### config.mk
export PLATFORM = sky130hd
export DESIGN_NAME = murmur2_key_hash
export DESIGN_NICKNAME = d
export VERILOG_FILES = /design/src/hdl/mh2_pkg.sv /design/src/hdl/murmur2_key_hash.sv /design/src/hdl/mh2_front.sv /design/src/hdl/mh2_queue.sv /design/src/hdl/mh2_back.sv
export SDC_FILE = /design/constraint.sdc
export NUM_CORES = 2
export LEC_CHECK = 0
export ABC_AREA = 1
export BUFFER_PORTS_ARGS = -buffer_cell sky130_fd_sc_hd__buf_2
export CAP_MARGIN = 10
export CORE_AREA = 2 2 316 318
export CTS_CLUSTER_DIAMETER = 60
export DETAILED_ROUTE_END_ITERATION = 12
export DIE_AREA = 0 0 318 320
export GPL_ROUTABILITY_DRIVEN = 0
export PLACE_DENSITY = 0.72
export SLEW_MARGIN = 20
export SYNTH_ARGS = -nofsm -noshare
export SYNTH_HDL_FRONTEND = slang
export SYNTH_HIERARCHICAL = 1
export SYNTH_SLANG_ARGS = --single-unit
### constraint.sdc
create_clock -name clk_i -period 9.91 [get_ports clk_i]
set_input_delay 0 -clock clk_i [delete_from_list [all_inputs] [get_ports clk_i]]
set_output_delay 0 -clock clk_i [all_outputs]
set_load 0.01 [all_outputs]
### src/hdl/mh2_pkg.sv
`timescale 1ns / 1ps
`default_nettype none
package mh2_pkg;

  localparam logic [31:0] MIX_M      = 32'h5bd1e995;
  localparam int unsigned MIX_R      = 24;
  localparam int unsigned FIN_A      = 13;
  localparam int unsigned FIN_B      = 15;
  localparam logic [31:0] SEED_RESET = 32'd97;

  localparam int unsigned QDEPTH = 2;
  localparam int unsigned QPTR_W = $clog2(QDEPTH);
  localparam int unsigned QCNT_W = $clog2(QDEPTH + 1);

  typedef enum logic [1:0] {
    KIND_EMPTY,
    KIND_PART,
    KIND_FULL
  } kind_e;

  // one classified word; data is the mixed k for a full word, masked bytes otherwise
  typedef struct packed {
    kind_e       kind;
    logic [31:0] data;
    logic        first;
    logic        last;
    logic [15:0] len;
  } item_t;

  typedef struct packed {
    logic full;
    logic empty;
  } queue_stat_t;

endpackage
`default_nettype wire

### src/hdl/murmur2_key_hash.sv
// Channel   Direction  Handshake              Payload
// word in   input      in_valid_i/in_stall_o  word_data, valid_bytes, key_start, key_end, key_length
// hash out  output     out_valid_o/out_stall_i hash_out
// seed cfg  input      cfg_valid_i/cfg_ready_o cfg_data_i (hash_seed)
//
// One word per cycle sustained while out_stall_i is low; the running-hash multiply and XOR in
// the back part sets that rate. A taken word is registered in the front stage, then queued;
// a key's last word sets the finish flag, and the hash is then registered in the output stage.
// Reset clears all valid flags, the running hash to 0 and the seed to 97.
// A two-entry queue between the word mixer and the hash loop absorbs output stalls.
`timescale 1ns / 1ps
`default_nettype none
module murmur2_key_hash (
  input  wire logic        clk_i,
  input  wire logic        rst_ni,
  input  wire logic        in_valid_i,
  output logic             in_stall_o,
  input  wire logic [31:0] word_data_i,
  input  wire logic [2:0]  valid_bytes_i,
  input  wire logic        key_start_i,
  input  wire logic        key_end_i,
  input  wire logic [15:0] key_length_i,
  output logic             out_valid_o,
  input  wire logic        out_stall_i,
  output logic [31:0]      hash_out_o,
  input  wire logic        cfg_valid_i,
  output logic             cfg_ready_o,
  input  wire logic [31:0] cfg_data_i
);

  logic                 q_push;
  logic                 q_pop;
  mh2_pkg::item_t       q_in;
  mh2_pkg::item_t       q_out;
  mh2_pkg::queue_stat_t q_stat;
  logic [31:0]          seed_q;

  assign cfg_ready_o = 1'b1;

  always_ff @(posedge clk_i or negedge rst_ni) begin
    if (!rst_ni) begin
      seed_q <= mh2_pkg::SEED_RESET;
    end else if (cfg_valid_i && cfg_ready_o) begin
      seed_q <= cfg_data_i;
    end
  end

  mh2_front u_front (
    .clk_i         (clk_i),
    .rst_ni        (rst_ni),
    .in_valid_i    (in_valid_i),
    .in_stall_o    (in_stall_o),
    .word_data_i   (word_data_i),
    .valid_bytes_i (valid_bytes_i),
    .key_start_i   (key_start_i),
    .key_end_i     (key_end_i),
    .key_length_i  (key_length_i),
    .push_o        (q_push),
    .item_o        (q_in),
    .stat_i        (q_stat)
  );

  mh2_queue u_queue (
    .clk_i  (clk_i),
    .rst_ni (rst_ni),
    .push_i (q_push),
    .item_i (q_in),
    .pop_i  (q_pop),
    .item_o (q_out),
    .stat_o (q_stat)
  );

  mh2_back u_back (
    .clk_i       (clk_i),
    .rst_ni      (rst_ni),
    .seed_i      (seed_q),
    .item_i      (q_out),
    .stat_i      (q_stat),
    .pop_o       (q_pop),
    .out_valid_o (out_valid_o),
    .out_stall_i (out_stall_i),
    .hash_out_o  (hash_out_o)
  );

`ifndef ASSERT_OFF
  a_no_overflow: assert property (@(posedge clk_i) disable iff (!rst_ni)
    !(q_push && q_stat.full))
    else $error("queue push while full");

  a_no_underflow: assert property (@(posedge clk_i) disable iff (!rst_ni)
    !(q_pop && q_stat.empty))
    else $error("queue pop while empty");

  a_hold_on_full: assert property (@(posedge clk_i) disable iff (!rst_ni)
    (q_stat.full && !q_pop) |=> q_stat.full)
    else $error("queue lost an entry without a pop");
`endif

endmodule
`default_nettype wire

### src/hdl/mh2_front.sv
`timescale 1ns / 1ps
`default_nettype none
module mh2_front (
  input  wire logic                 clk_i,
  input  wire logic                 rst_ni,
  input  wire logic                 in_valid_i,
  output logic                      in_stall_o,
  input  wire logic [31:0]          word_data_i,
  input  wire logic [2:0]           valid_bytes_i,
  input  wire logic                 key_start_i,
  input  wire logic                 key_end_i,
  input  wire logic [15:0]          key_length_i,
  output logic                      push_o,
  output mh2_pkg::item_t            item_o,
  input  wire mh2_pkg::queue_stat_t stat_i
);

  logic                s1_valid_q, s1_valid_d;
  logic [31:0]         prod_q, prod_d;
  logic [31:0]         part_q, part_d;
  mh2_pkg::kind_e      kind_q, kind_d;
  logic                first_q, last_q;
  logic [15:0]         len_q;
  logic                load;
  logic [31:0]         k_mix;

  assign push_o     = s1_valid_q && !stat_i.full;
  assign in_stall_o = s1_valid_q && !push_o;
  assign load       = in_valid_i && !in_stall_o;

  // classify by byte count and mask off bytes past the count
  always_comb begin
    prod_d = word_data_i * mh2_pkg::MIX_M;
    case (valid_bytes_i)
      3'd0: begin
        kind_d = mh2_pkg::KIND_EMPTY;
        part_d = '0;
      end
      3'd1: begin
        kind_d = mh2_pkg::KIND_PART;
        part_d = {24'd0, word_data_i[7:0]};
      end
      3'd2: begin
        kind_d = mh2_pkg::KIND_PART;
        part_d = {16'd0, word_data_i[15:0]};
      end
      3'd3: begin
        kind_d = mh2_pkg::KIND_PART;
        part_d = {8'd0, word_data_i[23:0]};
      end
      default: begin
        kind_d = mh2_pkg::KIND_FULL;
        part_d = word_data_i;
      end
    endcase
  end

  always_comb begin
    s1_valid_d = s1_valid_q;
    if (load) begin
      s1_valid_d = 1'b1;
    end else if (push_o) begin
      s1_valid_d = 1'b0;
    end
  end

  always_ff @(posedge clk_i or negedge rst_ni) begin
    if (!rst_ni) begin
      s1_valid_q <= 1'b0;
    end else begin
      s1_valid_q <= s1_valid_d;
    end
  end

  always_ff @(posedge clk_i) begin
    if (load) begin
      prod_q  <= prod_d;
      part_q  <= part_d;
      kind_q  <= kind_d;
      first_q <= key_start_i;
      last_q  <= key_end_i;
      len_q   <= key_length_i;
    end
  end

  // finish the word mix on the way into the queue
  assign k_mix = (prod_q ^ (prod_q >> mh2_pkg::MIX_R)) * mh2_pkg::MIX_M;

  always_comb begin
    item_o.kind  = kind_q;
    item_o.data  = (kind_q == mh2_pkg::KIND_FULL) ? k_mix : part_q;
    item_o.first = first_q;
    item_o.last  = last_q;
    item_o.len   = len_q;
  end

endmodule
`default_nettype wire

### src/hdl/mh2_queue.sv
`timescale 1ns / 1ps
`default_nettype none
module mh2_queue (
  input  wire logic                 clk_i,
  input  wire logic                 rst_ni,
  input  wire logic                 push_i,
  input  wire mh2_pkg::item_t       item_i,
  input  wire logic                 pop_i,
  output mh2_pkg::item_t            item_o,
  output mh2_pkg::queue_stat_t      stat_o
);

  mh2_pkg::item_t                   mem_q [mh2_pkg::QDEPTH];
  logic [mh2_pkg::QPTR_W-1:0]       wr_ptr_q, wr_ptr_d;
  logic [mh2_pkg::QPTR_W-1:0]       rd_ptr_q, rd_ptr_d;
  logic [mh2_pkg::QCNT_W-1:0]       cnt_q, cnt_d;

  assign stat_o.full  = (cnt_q == mh2_pkg::QCNT_W'(mh2_pkg::QDEPTH));
  assign stat_o.empty = (cnt_q == '0);
  assign item_o       = mem_q[rd_ptr_q];

  always_comb begin
    wr_ptr_d = wr_ptr_q;
    rd_ptr_d = rd_ptr_q;
    cnt_d    = cnt_q;
    if (push_i) begin
      wr_ptr_d = (wr_ptr_q == mh2_pkg::QPTR_W'(mh2_pkg::QDEPTH - 1)) ? '0 : wr_ptr_q + 1'b1;
    end
    if (pop_i) begin
      rd_ptr_d = (rd_ptr_q == mh2_pkg::QPTR_W'(mh2_pkg::QDEPTH - 1)) ? '0 : rd_ptr_q + 1'b1;
    end
    case ({push_i, pop_i})
      2'b10:   cnt_d = cnt_q + 1'b1;
      2'b01:   cnt_d = cnt_q - 1'b1;
      default: cnt_d = cnt_q;
    endcase
  end

  always_ff @(posedge clk_i or negedge rst_ni) begin
    if (!rst_ni) begin
      wr_ptr_q <= '0;
      rd_ptr_q <= '0;
      cnt_q    <= '0;
    end else begin
      wr_ptr_q <= wr_ptr_d;
      rd_ptr_q <= rd_ptr_d;
      cnt_q    <= cnt_d;
    end
  end

  always_ff @(posedge clk_i) begin
    if (push_i) begin
      mem_q[wr_ptr_q] <= item_i;
    end
  end

endmodule
`default_nettype wire

### src/hdl/mh2_back.sv
`timescale 1ns / 1ps
`default_nettype none
module mh2_back (
  input  wire logic                 clk_i,
  input  wire logic                 rst_ni,
  input  wire logic [31:0]          seed_i,
  input  wire mh2_pkg::item_t       item_i,
  input  wire mh2_pkg::queue_stat_t stat_i,
  output logic                      pop_o,
  output logic                      out_valid_o,
  input  wire logic                 out_stall_i,
  output logic [31:0]               hash_out_o
);

  logic [31:0] hash_q, hash_d;
  logic        fin_q, fin_d;
  logic        out_valid_q, out_valid_d;
  logic [31:0] out_q;
  logic        fin_move;
  logic [31:0] base;
  logic [31:0] mul_in;
  logic [31:0] prod;
  logic [31:0] fin_x;

  assign fin_move = fin_q && (!out_valid_q || !out_stall_i);
  assign pop_o    = !stat_i.empty && (!fin_q || fin_move);

  // running hash update: the only feedback loop, one multiply per word
  always_comb begin
    base   = item_i.first ? (seed_i ^ {16'd0, item_i.len}) : hash_q;
    mul_in = (item_i.kind == mh2_pkg::KIND_FULL) ? base : (base ^ item_i.data);
    prod   = mul_in * mh2_pkg::MIX_M;
    case (item_i.kind)
      mh2_pkg::KIND_FULL: hash_d = prod ^ item_i.data;
      mh2_pkg::KIND_PART: hash_d = prod;
      default:            hash_d = base;
    endcase
  end

  always_comb begin
    fin_d = fin_q;
    if (pop_o) begin
      fin_d = item_i.last;
    end else if (fin_move) begin
      fin_d = 1'b0;
    end
    out_valid_d = out_valid_q;
    if (fin_move) begin
      out_valid_d = 1'b1;
    end else if (!out_stall_i) begin
      out_valid_d = 1'b0;
    end
  end

  always_ff @(posedge clk_i or negedge rst_ni) begin
    if (!rst_ni) begin
      hash_q      <= '0;
      fin_q       <= 1'b0;
      out_valid_q <= 1'b0;
    end else begin
      if (pop_o) begin
        hash_q <= hash_d;
      end
      fin_q       <= fin_d;
      out_valid_q <= out_valid_d;
    end
  end

  // closing mix, first half; the running hash still holds the finished key here
  assign fin_x = hash_q ^ (hash_q >> mh2_pkg::FIN_A);

  always_ff @(posedge clk_i) begin
    if (fin_move) begin
      out_q <= fin_x * mh2_pkg::MIX_M;
    end
  end

  assign out_valid_o = out_valid_q;
  assign hash_out_o  = out_q ^ (out_q >> mh2_pkg::FIN_B);

endmodule
`default_nettype wire
==> results.tsv <==
metric	value	unit
yosysSeqAreaShare	16.8	%
synthXorXnorAreaFrac	4.99	%
rrSetupSlack	0.98	ns
multiInputGateArea	34700	sq um
cts_buffers	35	
yosys_warnings	6	
timing.rr.end	u_back/hash_q[30]$_DFFE_PN0P_	
utilization	55.1	%
synth_top_family_by_area	adder cells	
synth_top_flop_cell	edfxtp_1	
holdWs	0.00997	ns
nets	7306	
fin_area	54000	sq um
grt_max_degree	70	
yosysUniqueCellTypes	60	
synth_compound_area_share	5.00	%
clk_latency	0.56	ns
syn_nets	7091	
cp.required	10.36	ns
areaGrowthSynthToFinish	8.47	%
cts.sink_count	291	
cts_buffer_depth	3	
wl_per_cell	18.8	um
syn_area_per_cell	9.13	sq um
dp_hpwl	109000	um
min_path_cells	3	
antenna_left	0	
final_cell_mix	inv_1 (1634), ha_1 (844), nand2_1 (720)	
syn_inst	5450	
slowest_stage	dfrtp_4	
async_flop_share	24.4	%
reg2reg_depth	34	
io_pins	125	
netlist_area	49800	sq um
portBuffers	123	
grt_pass1_vias	38000	
drc_errors	0	
grt_pass1_wl	208000	um
critPathMaxFanout	59	
whs_endpoint	seed_q[18]$_DFFE_PN0P_	
end_kind	flip-flop	
synth-edff-count	220	
clk_pin_slew_worst_paths	0.06	ns
finalCritPeriodShare	90.1	%
final_common_cell	inv_1	
cts_root_buffer	clkbuf_16	
cts_tree	built	
worstHoldStart	cfg_valid_i	
drt_iter0_markers	3069	
postCtsSetupBuffers	0	
tns	0	ns
finalSetupViolations	0	
dpl-instance-area	51700	sq um
area.sequential	8390	sq um
outcome	complete, no violations	
max_freq	112	MHz
critPathKind	reg -> reg	
hold_path_class	in -> reg	
post_synth_fa_ha_maj_area_fraction	49.6	%
dieArea	102000	sq um
timing.max_cap.violations	0	
layout_min_cycle_time	8.93	ns
cts_htree_levels	2	
slew_violations	0	
clock_skew	0.0366	ns
slew_headroom	21.8	%
grt_use_total	26.4	%
reg2reg_from	u_queue/rd_ptr_q$_DFFE_PN0P_	
fillers	8488	
viasPerCell	5.24	
ys_seq_elements	291	
design.core.area	98000	sq um
die_w	318	um
num_vias	36600	
core.rowCount	115	
wl	131000	um
setup.worst_path.start_class	flip-flop	
fp.dieH	320	um
synthSimpleGateAreaFrac	9.95	%
dr.pass1.iters	8	
gr-total-overflow	0	
synth.mux.area_fraction	0	%
drive_gt1_share	5.85	%
antenna_found_initial	5	
hold_violations	0	
tightest_slew	1.16	ns
initial_core_util	50.8	%
critPathMaxStageDelay	0.71	ns
grt_setup_unrepaired	no	
critical_path_arrival	9.38	ns
post_cts_resized	0	
## cell usage after synthesis (all sizes together), types with 35 or more instances
| cell | n | area share, % |
|---|---|---|
| edfxtp | 220 | 13 |
| nor2 | 189 | 1.5 |
| buf | 42 | 0.70 |
| inv | 1654 | 12 |
| fa | 707 | 28 |
| dfrtp | 68 | 3.4 |
| ha | 844 | 21 |
| a21oi | 137 | 1.5 |
| xnor2 | 108 | 1.9 |
| xor2 | 174 | 3.1 |
| nand2 | 763 | 6.1 |
| clkbuf | 35 | 0.34 |
| o21ai | 228 | 2.4 |
| nand3 | 138 | 1.5 |
## how the worst max path moves through the flow
stage	from	endpoint	slack, ns
floorplan	u_queue/rd_ptr_q$_DFFE_PN0P_	u_back/hash_q[28]$_DFFE_PN0P_	1.77
global placement	u_queue/rd_ptr_q$_DFFE_PN0P_	u_back/hash_q[28]$_DFFE_PN0P_	1.18
detailed placement	u_queue/rd_ptr_q$_DFFE_PN0P_	u_back/hash_q[28]$_DFFE_PN0P_	1.06
CTS	u_queue/rd_ptr_q$_DFFE_PN0P_	u_back/hash_q[28]$_DFFE_PN0P_	1.06
global route	u_queue/rd_ptr_q$_DFFE_PN0P_	u_back/hash_q[28]$_DFFE_PN0P_	0.36
finish	u_queue/rd_ptr_q$_DFFE_PN0P_	u_back/hash_q[30]$_DFFE_PN0P_	0.98
## cell type report
cell class                      count  area share, %
Sequential cell                   291           15.5
Multi-Input combinational cell   3427           64.3
Inverter                         1655           11.5
Tap cell                         1287           2.98
Timing Repair Buffer              255           3.50
Clock inverter                     18          0.396
Clock buffer                       45           1.79
Antenna cell                        3         0.0139
## worst max-delay path, delay by kind of cell, from the launching register on
family	cells	cell delay, ns
adders and majority gates	10	4.24
and+or+nand+nor	14	1.66
buffers and inverters	7	1.01
DFF	1	0.71
xor gates and xnor gates	1	0.65
AOI/OAI and AO/OA	2	0.54
## sequential cells by signal, indices dropped and copies added (netlist names)
name and flops:
seed_q 32, u_queue/mem_q 104, u_back/out_q 32, u_queue/cnt_q 2, u_front/s1_valid_q 1, u_front/last_q 1, u_front/len_q 16, u_front/part_q 32
u_queue/wr_ptr_q 1, u_front/prod_q 32, u_back/out_valid_o 1, u_front/first_q 1, u_queue/rd_ptr_q 1, u_back/hash_q 32, u_back/fin_q 1, u_front/kind_q 2
## routing by layer
metal / GRT usage, % / wire, um
met1: 34.5 / 53200
met2: 44.9 / 63000
met3: 3.76 / 9970
met4: 9.02 / 5180
met5: 0 / 27
## per-stage QoR
| step | std cells | worst slack [ns] |
|---|---|---|
| after floorplan | 5450 | 1.77 |
| after global placement | 6802 | 1.18 |
| after detailed placement | 6802 | 1.06 |
| after CTS | 6978 | 1.06 |
| after global routing | 6979 | 0.365 |
| final | 6981 | 0.979 |
## cells by family after synthesis
| family | count (synthesis) |
|---|---|
| fa+ha+maj | 1551 |
| other cells | 1 |
| simple gates | 1155 |
| compound gates | 438 |
| flops | 291 |
| xor+xnor | 282 |
| buf+inv | 1732 |
## what timing repair did
| action | CTS | global route |
|---|---|---|
| endpoints found under the hold margin | 160 | 0 |
| endpoints found under the setup margin | 0 | 0 |
| hold buffers | 113 | 0 |
Power is left out: the tool's default activity adds up to more than one toggle a clock period on the data nets, which glitch-free logic cannot reach.
